[src/hdl/gbp_pkg.sv]
// Shared constants, control types and the range-to-width function of the bit-field packer.
`timescale 1ns / 1ps
`default_nettype none

package gbp_pkg;

   localparam int BIN_BITS = 64;
   localparam int MAX_VARS = 64;

   localparam int RANGE_W = 63;
   localparam int WID_W   = 7;
   localparam int POS_W   = 6;
   localparam int IDX_W   = (MAX_VARS > 1) ? $clog2(MAX_VARS) : 1;
   localparam int CNT_W   = $clog2(MAX_VARS + 1);

   typedef struct packed {
      logic load_acc;
      logic scan_issue;
      logic idx_clr;
      logic idx_inc;
      logic best_clr;
      logic place;
      logic out_load;
      logic set_clr;
   } cmd_type;

   typedef struct packed {
      logic remain_zero;
      logic idx_at_end;
   } status_type;

   // Bits needed for a range: the bit length of range - 1, zero for a zero range, a full
   // word for the all-ones range, and never more than one bin.
   function automatic logic [WID_W-1:0] range_width(input logic [RANGE_W-1:0] dec,
                                                    input logic is_zero,
                                                    input logic is_full);
      logic [63:0]      x;
      logic [5:0]       pos;
      logic [WID_W-1:0] n;
      x   = {1'b0, dec};
      pos = '0;
      if (x[63:32] != '0) begin
         pos[5] = 1'b1;
         x      = x >> 32;
      end
      if (x[31:16] != '0) begin
         pos[4] = 1'b1;
         x      = x >> 16;
      end
      if (x[15:8] != '0) begin
         pos[3] = 1'b1;
         x      = x >> 8;
      end
      if (x[7:4] != '0) begin
         pos[2] = 1'b1;
         x      = x >> 4;
      end
      if (x[3:2] != '0) begin
         pos[1] = 1'b1;
         x      = x >> 2;
      end
      if (x[1]) begin
         pos[0] = 1'b1;
      end
      if (is_full) begin
         n = WID_W'(64);
      end else if (is_zero || dec == '0) begin
         n = '0;
      end else begin
         n = WID_W'({1'b0, pos}) + WID_W'(1);
      end
      if (n > WID_W'(BIN_BITS)) begin
         n = WID_W'(BIN_BITS);
      end
      return n;
   endfunction

endpackage

`default_nettype wire

[src/hdl/gbp_ram.sv]
// Generic single-write, single-read RAM with a registered read port.
`timescale 1ns / 1ps
`default_nettype none

module gbp_ram #(
   parameter int WIDTH = 8,
   parameter int DEPTH = 64
) (
   input  wire logic                                       clock,
   input  wire logic                                       wr_en,
   input  wire logic [((DEPTH > 1) ? $clog2(DEPTH) : 1)-1:0] wr_addr,
   input  wire logic [WIDTH-1:0]                           wr_data,
   input  wire logic [((DEPTH > 1) ? $clog2(DEPTH) : 1)-1:0] rd_addr,
   output      logic [WIDTH-1:0]                           rd_data
);

   logic [WIDTH-1:0] mem_ff [DEPTH];
   logic [WIDTH-1:0] rd_data_ff;

   always_ff @(posedge clock) begin
      if (wr_en) begin
         mem_ff[wr_addr] <= wr_data;
      end
      rd_data_ff <= mem_ff[rd_addr];
   end

   assign rd_data = rd_data_ff;

endmodule

`default_nettype wire

[src/hdl/gbp_datapath.sv]
// Datapath of the packer: width stage, stores, greedy scan unit and result register.
`timescale 1ns / 1ps
`default_nettype none

module gbp_datapath (
   input  wire logic                          clock,
   input  wire logic                          reset,
   input  wire logic [gbp_pkg::RANGE_W-1:0]   req_range,
   input  wire gbp_pkg::cmd_type              cmd,
   output      gbp_pkg::status_type           status,
   output      logic [gbp_pkg::POS_W-1:0]     rsp_var_index,
   output      logic [gbp_pkg::POS_W-1:0]     rsp_word_index,
   output      logic [gbp_pkg::POS_W-1:0]     rsp_bit_offset,
   output      logic [gbp_pkg::WID_W-1:0]     rsp_field_width,
   output      logic                          rsp_final_res
);

   // Stage A: decremented range and its special cases.
   logic                          a_valid_ff, a_valid_in;
   logic [gbp_pkg::RANGE_W-1:0]   a_dec_ff;
   logic                          a_zero_ff;
   logic                          a_full_ff;

   logic [gbp_pkg::CNT_W-1:0]     count_ff, count_in;
   logic [gbp_pkg::CNT_W-1:0]     remain_ff, remain_in;
   logic [gbp_pkg::MAX_VARS-1:0]  placed_ff, placed_in;
   logic [gbp_pkg::WID_W-1:0]     used_ff, used_in;
   logic [gbp_pkg::POS_W-1:0]     word_ff, word_in;
   logic [gbp_pkg::IDX_W-1:0]     idx_ff, idx_in;

   logic                          rd_valid_ff, rd_valid_in;
   logic [gbp_pkg::IDX_W-1:0]     rd_idx_ff;
   logic                          best_found_ff, best_found_in;
   logic [gbp_pkg::IDX_W-1:0]     best_idx_ff, best_idx_in;
   logic [gbp_pkg::WID_W-1:0]     best_w_ff, best_w_in;

   logic [gbp_pkg::POS_W-1:0]     out_var_ff;
   logic [gbp_pkg::POS_W-1:0]     out_word_ff;
   logic [gbp_pkg::POS_W-1:0]     out_off_ff;
   logic [gbp_pkg::WID_W-1:0]     out_w_ff;
   logic                          out_final_ff;

   logic [gbp_pkg::WID_W-1:0]     new_width;
   logic                          store_ok;
   logic [gbp_pkg::IDX_W-1:0]     load_addr;
   logic [gbp_pkg::WID_W-1:0]     free_bits;
   logic                          cand_ok;

   logic                          wid_we;
   logic [gbp_pkg::WID_W-1:0]     wid_rdata;
   logic                          pos_we;
   logic [gbp_pkg::IDX_W-1:0]     pos_waddr;
   logic [gbp_pkg::POS_W-1:0]     word_wdata;
   logic [gbp_pkg::POS_W-1:0]     off_wdata;
   logic [gbp_pkg::POS_W-1:0]     word_rdata;
   logic [gbp_pkg::POS_W-1:0]     off_rdata;

   assign new_width = gbp_pkg::range_width(a_dec_ff, a_zero_ff, a_full_ff);
   assign store_ok  = a_valid_ff && (count_ff < gbp_pkg::CNT_W'(gbp_pkg::MAX_VARS));
   assign load_addr = count_ff[gbp_pkg::IDX_W-1:0];
   assign free_bits = gbp_pkg::WID_W'(gbp_pkg::BIN_BITS) - used_ff;

   assign cand_ok = rd_valid_ff && !placed_ff[rd_idx_ff] &&
                    (wid_rdata <= free_bits) && (wid_rdata > best_w_ff);

   // Zero-width variables get their placement at load time; packing writes the rest.
   assign wid_we     = store_ok;
   assign pos_we     = (store_ok && new_width == '0) || (cmd.place && best_found_ff);
   assign pos_waddr  = cmd.place ? best_idx_ff : load_addr;
   assign word_wdata = cmd.place ? word_ff : '0;
   assign off_wdata  = cmd.place ? used_ff[gbp_pkg::POS_W-1:0] : '0;

   assign a_valid_in  = cmd.load_acc;
   assign rd_valid_in = cmd.scan_issue;

   always_comb begin
      count_in  = count_ff;
      remain_in = remain_ff;
      placed_in = placed_ff;
      used_in   = used_ff;
      word_in   = word_ff;
      if (store_ok) begin
         count_in = count_ff + gbp_pkg::CNT_W'(1);
         if (new_width == '0) begin
            placed_in[load_addr] = 1'b1;
         end else begin
            remain_in = remain_ff + gbp_pkg::CNT_W'(1);
         end
      end
      if (cmd.place) begin
         if (best_found_ff) begin
            placed_in[best_idx_ff] = 1'b1;
            used_in                = used_ff + best_w_ff;
            remain_in              = remain_ff - gbp_pkg::CNT_W'(1);
         end else begin
            word_in = word_ff + gbp_pkg::POS_W'(1);
            used_in = '0;
         end
      end
      if (cmd.set_clr) begin
         count_in  = '0;
         remain_in = '0;
         placed_in = '0;
         used_in   = '0;
         word_in   = '0;
      end
   end

   always_comb begin
      idx_in = idx_ff;
      if (cmd.idx_clr) begin
         idx_in = '0;
      end else if (cmd.idx_inc) begin
         idx_in = idx_ff + gbp_pkg::IDX_W'(1);
      end
   end

   always_comb begin
      best_found_in = best_found_ff;
      best_idx_in   = best_idx_ff;
      best_w_in     = best_w_ff;
      if (cmd.best_clr) begin
         best_found_in = 1'b0;
         best_w_in     = '0;
      end else if (cand_ok) begin
         best_found_in = 1'b1;
         best_idx_in   = rd_idx_ff;
         best_w_in     = wid_rdata;
      end
   end

   always_ff @(posedge clock) begin
      if (reset) begin
         a_valid_ff    <= 1'b0;
         count_ff      <= '0;
         remain_ff     <= '0;
         placed_ff     <= '0;
         used_ff       <= '0;
         word_ff       <= '0;
         idx_ff        <= '0;
         rd_valid_ff   <= 1'b0;
         best_found_ff <= 1'b0;
         best_w_ff     <= '0;
      end else begin
         a_valid_ff    <= a_valid_in;
         count_ff      <= count_in;
         remain_ff     <= remain_in;
         placed_ff     <= placed_in;
         used_ff       <= used_in;
         word_ff       <= word_in;
         idx_ff        <= idx_in;
         rd_valid_ff   <= rd_valid_in;
         best_found_ff <= best_found_in;
         best_w_ff     <= best_w_in;
      end
   end

   always_ff @(posedge clock) begin
      if (cmd.load_acc) begin
         a_dec_ff  <= req_range - gbp_pkg::RANGE_W'(1);
         a_zero_ff <= (req_range == '0);
         a_full_ff <= (req_range == '1);
      end
      rd_idx_ff   <= idx_ff;
      best_idx_ff <= best_idx_in;
      if (cmd.out_load) begin
         out_var_ff   <= gbp_pkg::POS_W'(idx_ff);
         out_word_ff  <= word_rdata;
         out_off_ff   <= off_rdata;
         out_w_ff     <= wid_rdata;
         out_final_ff <= status.idx_at_end;
      end
   end

   assign status.remain_zero = (remain_ff == '0);
   assign status.idx_at_end  = (gbp_pkg::CNT_W'(idx_ff) == count_ff - gbp_pkg::CNT_W'(1));

   gbp_ram #(.WIDTH(gbp_pkg::WID_W), .DEPTH(gbp_pkg::MAX_VARS)) u_width_ram (
      .clock   (clock),
      .wr_en   (wid_we),
      .wr_addr (load_addr),
      .wr_data (new_width),
      .rd_addr (idx_ff),
      .rd_data (wid_rdata)
   );

   gbp_ram #(.WIDTH(gbp_pkg::POS_W), .DEPTH(gbp_pkg::MAX_VARS)) u_word_ram (
      .clock   (clock),
      .wr_en   (pos_we),
      .wr_addr (pos_waddr),
      .wr_data (word_wdata),
      .rd_addr (idx_ff),
      .rd_data (word_rdata)
   );

   gbp_ram #(.WIDTH(gbp_pkg::POS_W), .DEPTH(gbp_pkg::MAX_VARS)) u_offset_ram (
      .clock   (clock),
      .wr_en   (pos_we),
      .wr_addr (pos_waddr),
      .wr_data (off_wdata),
      .rd_addr (idx_ff),
      .rd_data (off_rdata)
   );

   assign rsp_var_index   = out_var_ff;
   assign rsp_word_index  = out_word_ff;
   assign rsp_bit_offset  = out_off_ff;
   assign rsp_field_width = out_w_ff;
   assign rsp_final_res   = out_final_ff;

endmodule

`default_nettype wire

[src/hdl/gbp_ctrl.sv]
// Controller of the packer: load, greedy scan rounds and result delivery.
`timescale 1ns / 1ps
`default_nettype none

module gbp_ctrl (
   input  wire logic                 clock,
   input  wire logic                 reset,
   input  wire logic                 req_valid,
   input  wire logic                 req_last,
   output      logic                 req_stall,
   output      logic                 rsp_valid,
   input  wire logic                 rsp_stall,
   input  wire gbp_pkg::status_type  status,
   output      gbp_pkg::cmd_type     cmd
);

   typedef enum logic [3:0] {
      S_LOAD,
      S_FLUSH,
      S_PREP,
      S_SCAN,
      S_TAIL,
      S_DECIDE,
      S_EMIT_RD,
      S_EMIT_LD,
      S_EMIT_WAIT
   } state_type;

   state_type state_ff;
   logic      req_stall_ff;
   logic      rsp_valid_ff;
   logic      req_acc;
   logic      rsp_acc;

   assign req_acc = req_valid && !req_stall_ff;
   assign rsp_acc = rsp_valid_ff && !rsp_stall;

   always_comb begin
      cmd          = '0;
      cmd.load_acc = req_acc;
      unique case (state_ff)
         S_LOAD:      ;
         S_FLUSH:     ;
         S_PREP: begin
            cmd.idx_clr  = 1'b1;
            cmd.best_clr = 1'b1;
         end
         S_SCAN: begin
            cmd.scan_issue = 1'b1;
            cmd.idx_inc    = !status.idx_at_end;
         end
         S_TAIL:      ;
         S_DECIDE:    cmd.place = 1'b1;
         S_EMIT_RD:   ;
         S_EMIT_LD:   cmd.out_load = 1'b1;
         S_EMIT_WAIT: begin
            cmd.idx_inc = rsp_acc && !status.idx_at_end;
            cmd.set_clr = rsp_acc && status.idx_at_end;
         end
         default:     ;
      endcase
   end

   always_ff @(posedge clock) begin
      if (reset) begin
         state_ff     <= S_LOAD;
         req_stall_ff <= 1'b0;
         rsp_valid_ff <= 1'b0;
      end else begin
         unique case (state_ff)
            S_LOAD: begin
               if (req_acc && req_last) begin
                  state_ff     <= S_FLUSH;
                  req_stall_ff <= 1'b1;
               end
            end
            S_FLUSH: state_ff <= S_PREP;
            S_PREP: begin
               state_ff <= status.remain_zero ? S_EMIT_RD : S_SCAN;
            end
            S_SCAN: begin
               if (status.idx_at_end) begin
                  state_ff <= S_TAIL;
               end
            end
            S_TAIL:    state_ff <= S_DECIDE;
            S_DECIDE:  state_ff <= S_PREP;
            S_EMIT_RD: state_ff <= S_EMIT_LD;
            S_EMIT_LD: begin
               state_ff     <= S_EMIT_WAIT;
               rsp_valid_ff <= 1'b1;
            end
            S_EMIT_WAIT: begin
               if (rsp_acc) begin
                  rsp_valid_ff <= 1'b0;
                  if (status.idx_at_end) begin
                     state_ff     <= S_LOAD;
                     req_stall_ff <= 1'b0;
                  end else begin
                     state_ff <= S_EMIT_RD;
                  end
               end
            end
            default: state_ff <= S_LOAD;
         endcase
      end
   end

   assign req_stall = req_stall_ff;
   assign rsp_valid = rsp_valid_ff;

endmodule

`default_nettype wire

[src/hdl/greedy_bitfield_packer.sv]
// Top level of the greedy bit-field packer.
//
//   channel   direction   handshake             payload
//   req       in          req_valid/req_stall   req_range, req_last
//   rsp       out         rsp_valid/rsp_stall   rsp_var_index, rsp_word_index,
//                                               rsp_bit_offset, rsp_field_width,
//                                               rsp_final_res
//
// Ranges load at one item per cycle while req_stall is low, through the width stage.
// After the item with last set, packing runs one scan of the width store per
// placed variable and per closed word, each scan reading every stored width in
// turn through the single read port of the width store.
// Results then leave one at a time, the next read waiting until rsp_valid is taken.
// Reset is synchronous and returns the block to loading with no stored set.
`timescale 1ns / 1ps
`default_nettype none

module greedy_bitfield_packer (
   input  wire logic                          clock,
   input  wire logic                          reset,
   input  wire logic                          req_valid,
   output      logic                          req_stall,
   input  wire logic [gbp_pkg::RANGE_W-1:0]   req_range,
   input  wire logic                          req_last,
   output      logic                          rsp_valid,
   input  wire logic                          rsp_stall,
   output      logic [gbp_pkg::POS_W-1:0]     rsp_var_index,
   output      logic [gbp_pkg::POS_W-1:0]     rsp_word_index,
   output      logic [gbp_pkg::POS_W-1:0]     rsp_bit_offset,
   output      logic [gbp_pkg::WID_W-1:0]     rsp_field_width,
   output      logic                          rsp_final_res
);

   gbp_pkg::cmd_type    cmd;
   gbp_pkg::status_type status;

   gbp_ctrl u_ctrl (
      .clock     (clock),
      .reset     (reset),
      .req_valid (req_valid),
      .req_last  (req_last),
      .req_stall (req_stall),
      .rsp_valid (rsp_valid),
      .rsp_stall (rsp_stall),
      .status    (status),
      .cmd       (cmd)
   );

   gbp_datapath u_datapath (
      .clock           (clock),
      .reset           (reset),
      .req_range       (req_range),
      .cmd             (cmd),
      .status          (status),
      .rsp_var_index   (rsp_var_index),
      .rsp_word_index  (rsp_word_index),
      .rsp_bit_offset  (rsp_bit_offset),
      .rsp_field_width (rsp_field_width),
      .rsp_final_res   (rsp_final_res)
   );

endmodule

`default_nettype wire

[config.mk]
export PLATFORM = sky130hd
export DESIGN_NAME = greedy_bitfield_packer
export DESIGN_NICKNAME = d
export VERILOG_FILES = /design/src/hdl/gbp_pkg.sv /design/src/hdl/gbp_ram.sv /design/src/hdl/gbp_datapath.sv /design/src/hdl/gbp_ctrl.sv /design/src/hdl/greedy_bitfield_packer.sv
export SDC_FILE = /design/constraint.sdc
export NUM_CORES = 2
export LEC_CHECK = 0
export ABC_CLOCK_PERIOD_IN_PS = 7200
export BUFFER_PORTS_ARGS = -buffer_cell sky130_fd_sc_hd__clkbuf_2
export CAP_MARGIN = 20
export CORE_UTILIZATION = 35
export CTS_CLUSTER_SIZE = 16
export DETAILED_ROUTE_END_ITERATION = 10
export SLEW_MARGIN = 25
export SYNTH_ARGS = -nofsm -noshare
export SYNTH_HDL_FRONTEND = slang
export SYNTH_SLANG_ARGS = --single-unit
export TNS_END_PERCENT = 100
[constraint.sdc]
create_clock -name clock -period 7.2 [get_ports clock]
set_input_delay 1.08 -clock clock [delete_from_list [all_inputs] [get_ports clock]]
set_output_delay 1.08 -clock clock [all_outputs]
set_load 0.01 [all_outputs]
==> summary.md <==
| Metric | Value |
|---|---|
| Status | `completed` |
| CTS tree | `yes` |
| Post-cts resize count | `0` |
| Unrepaired setup endpoints after global routing | `false` |
| Die area | `169000 µm²` |
| Slew of the pin with the lowest slew margin | `1180 ps` |
| Clk root buf | `clkbuf_16` |
| Slowest cell on the critical path | `nor3_2` |
| Fin nets | `3284` |
| Final Cycle Share | `88.3%` |
| Post-route cell area | `66800 µm²` |
| Number of port buffers | `95` |
| Gate power share | `5.5%` |
| Sequential share of power | `52.3%` |
| Clk sinks | `1451` |
| Count leader, synth | `edfxtp_1` |
| Reg2Reg Capture Point | `u_datapath.u_word_ram.mem_ff[36][3]` |
| Min Clock Period, post-route | `6360 ps` |
| Clock buffer count from CTS | `146` |
| FF-to-FF path depth | `17` |
| Row count | `149` |
| Top FF cell, synth | `edfxtp_1` |
| Fin. Hold Viols | `0` |
| Busiest grt layer | `met2` |
| Register area share after synthesis | `72.1%` |
| Peak supply drop | `183 µV` |
| Met2 Use GR | `28.6%` |
| Final hold slack | `403 ps` |
| P&R area growth vs syn | `14.1%` |
| DR iter-0 viols | `3521` |
| Reg2reg start | `u_datapath.a_dec_ff[52]` |
| Worst path cell trace | `or4_4 > or4_1 > nor3_4 > a21oi_1 > o21ai_2 > a21oi_1 > or4b_4 > o211ai_1 > ha_1 > inv_1 > and3_1 > nand3b_1 > o211ai_1 > and4_4 > a21oi_4 > buf_12 > nor3_2` |
| Largest area contributor in the netlist | `edfxtp_1` |
| Syn Inst Count | `3038` |
| Routed WL per cell | `27.4 µm` |
| Req. time, crit path | `7590 ps` |
| Number of synthesized flops with an enable pin | `1313` |
| Maximum fanout along the worst path | `64` |
| Clock skew | `27.9 ps` |
| Setup Crit Path Kind | `register to register` |
| Worst EP arrival | `6750 ps` |
| Placed cell areas | `62000 µm²` |
| M3 GR Usage | `3.47%` |
| FF-to-FF setup slack | `840 ps` |
| Total track usage | `17.9%` |
| Pwr/cell area | `269 nW/µm²` |
| Top cells by count, synth | `edfxtp_1, mux4_2, nor2_1` |
| Largest net degree at the start of global routing | `157` |
| Post-synth top area share | `67.4%` |
| Hold Buf Count CTS | `0` |
| Switch Pwr | `3.96 mW` |
| Io pins | `96` |
| Hold Path Origin | `u_datapath.u_word_ram.rd_data[2]` |
| Switching share of power | `22.0%` |
| Total power | `17.9 mW` |
| Worst-path clk slew | `60 ps` |
| Post-Syn Area per Cell | `19.3 µm²` |
| Post-Layout Cell Count | `5497` |
| Synthesized area | `58500 µm²` |
| Placed Cells | `5225` |
| Synth Register Bits | `1451` |
| Post-route ant nets | `0` |
| Initial DRT Pass Iterations | `6` |
| Hold path cells | `0` |
| Max incr delay on CP | `910 ps` |
| DRC viols | `0` |
| Max Clk Rate | `157 MHz` |
| Routed vias | `30400` |
| Starting Density | `35.4%` |
| Setup crit end kind | `register` |
| Clock share of power | `42.2%` |
| Dpl hpwl | `95000 µm` |
| Relative slew slack | `20.5%` |
| Top cells by area, synth | `edfxtp_1, mux4_2, dfxtp_1` |
| Startpoint types | `register` |
| GP Congestion | `0.892` |
| Clock Latency Late Sink | `780 ps` |
| Setup violators final | `0` |
| Congestion Overflow GR | `0` |
| TNS Setup | `0 ps` |
| Die X | `411 µm` |
| Longest Clk Path Bufs | `3` |
| Synthesized net count | `3138` |
| Final core utilization | `40.4%` |
| Internal | `14.0 mW` |
| Global-route wire length before repair | `220000 µm` |
| Layout cells sized above 1 | `27.9%` |
| Multi-input logic area | `16000 µm²` |
| Fin. max-slew vios | `0` |
| Via density | `5.54` |
| Cell variety after synth | `77` |
| Filler cell count | `14500` |
| Synth Warn # | `0` |
| HP Class | `register to register` |
| Number of global-route vias before repair | `30000` |
| Core Area | `165000 µm²` |
| Worst path bufs/invs | `2` |
| Hold endpoint | `u_datapath.rsp_word_index[2]` |
| Setup bufs post-CTS | `0` |
| Die Y-Extent | `411 µm` |
| Fraction of registers with async set or reset after synthesis | `0%` |
| Max capacitance violation total | `0` |
| Final worst slack | `844 ps` |
| CTS HTree Levels | `4` |
| Initial antenna violation count | `3` |
| Final WL | `151000 µm` |
| Met1 Use GR | `25.1%` |
| Static Leak | `18.2 nW` |
| FF+latch area | `42200 µm²` |
| Place WS | `901 ps` |
| Cell family with most CP delay | `simple AND/OR/NAND/NOR gates` |
[area by class of cell]
cell class | count | share of cell area (%)
Antenna cell | 2 | 0.00750
Clock buffer | 184 | 5.87
Clock inverter | 86 | 1.26
Inverter | 24 | 0.141
Multi-Input combinational cell | 1412 | 23.9
Sequential cell | 1451 | 63.2
Tap cell | 2189 | 4.10
Timing Repair Buffer | 149 | 1.44
[worst reg2reg max path: stages (launching register included)]
cell,delay [ps]
edfxtp_1,440
or4_4,560
or4_1,720
nor3_4,610
a21oi_1,170
o21ai_2,130
a21oi_1,110
or4b_4,530
o211ai_1,200
ha_1,260
inv_1,110
and3_1,190
nand3b_1,80
o211ai_1,220
and4_4,310
a21oi_4,90
buf_12,260
nor3_2,1000
[how the worst max path moves through the flow]
stage                                       start                                     to  slack (ps)  depth (start not counted)
after global routing      u_datapath.a_dec_ff[52]    u_datapath.u_word_ram.mem_ff[45][5]         530                         19
final                     u_datapath.a_dec_ff[52]    u_datapath.u_word_ram.mem_ff[36][3]         840                         17
after CTS                 u_datapath.a_dec_ff[53]    u_datapath.u_word_ram.mem_ff[31][2]         890                         17
after global placement    u_datapath.a_dec_ff[52]     u_datapath.u_word_ram.mem_ff[2][4]         980                         17
after floorplan           u_datapath.a_dec_ff[52]    u_datapath.u_width_ram.mem_ff[0][5]        1480                         16
after detailed placement  u_datapath.a_dec_ff[53]  u_datapath.u_offset_ram.mem_ff[31][2]         900                         17
[layout by cell type (no fill, tap or decap), drive strengths merged, types with 10 or more instances in the layout]
master | netlist | final
or3 | 19 | 19
xor2 | 50 | 50
nand3 | 33 | 33
clkbuf | 96 | 279
a21oi | 42 | 42
a21o | 12 | 12
nor2b | 16 | 16
nand4 | 30 | 30
clkinv | 0 | 65
bufinv | 0 | 13
nor4 | 28 | 28
or4 | 11 | 11
ha | 31 | 31
nand3b | 10 | 10
nand2b | 13 | 13
mux2i | 12 | 12
o21ai | 27 | 27
inv | 24 | 28
edfxtp | 1313 | 1313
nor3 | 108 | 108
nand2 | 94 | 94
xnor2 | 34 | 34
buf | 55 | 54
and2 | 16 | 16
dfxtp | 138 | 138
nor2 | 238 | 238
mux4 | 420 | 420
o21a | 11 | 11
a221oi | 65 | 65
[per-layer routing]
metal | up-vias | routed length (µm)
li1 | 12900 | -
met1 | 16000 | 64200
met2 | 1363 | 72300
met3 | 210 | 10900
met4 | 4 | 3380
met5 | - | 32
[kinds of logic after synthesis]
kind of cell | after synthesis | synth area share, %
flops | 1451 | 72.1
simple gates | 640 | 5.29
mux | 434 | 16.4
compound gates | 222 | 2.86
buf+inv | 175 | 1.35
xor+xnor | 84 | 1.26
fa+ha+maj | 32 | 0.697
[power by group through the flow]
stage               Clock, mW  Combinational (mW)  Sequential [mW]
global route             8.00                1.07             9.40
floorplan                   0               0.667             9.52
detailed placement          0               0.999             9.57
CTS                      7.69                1.00             9.39
finish                   7.57               0.993             9.39
global placement            0               0.985             9.57
[sequential cells by signal, summed over array words and instances (netlist names), 4 cells and up]
signal / flops
u_ctrl.state_ff: 4
u_datapath.u_word_ram.mem_ff: 384
u_datapath.count_ff: 7
u_datapath.placed_ff: 64
u_datapath.u_offset_ram.rd_data: 6
u_datapath.rd_idx_ff: 6
u_datapath.u_width_ram.mem_ff: 448
u_datapath.rsp_field_width: 7
u_datapath.remain_ff: 7
u_datapath.best_w_ff: 7
u_datapath.rsp_bit_offset: 6
u_datapath.u_offset_ram.mem_ff: 384
u_datapath.u_word_ram.rd_data: 6
u_datapath.rsp_word_index: 6
u_datapath.a_dec_ff: 63
u_datapath.idx_ff: 6
u_datapath.word_ff: 6
u_datapath.rsp_var_index: 6
u_datapath.used_ff: 7
u_datapath.u_width_ram.rd_data: 7
u_datapath.best_idx_ff: 6
(Power assumes the default switching activity.)
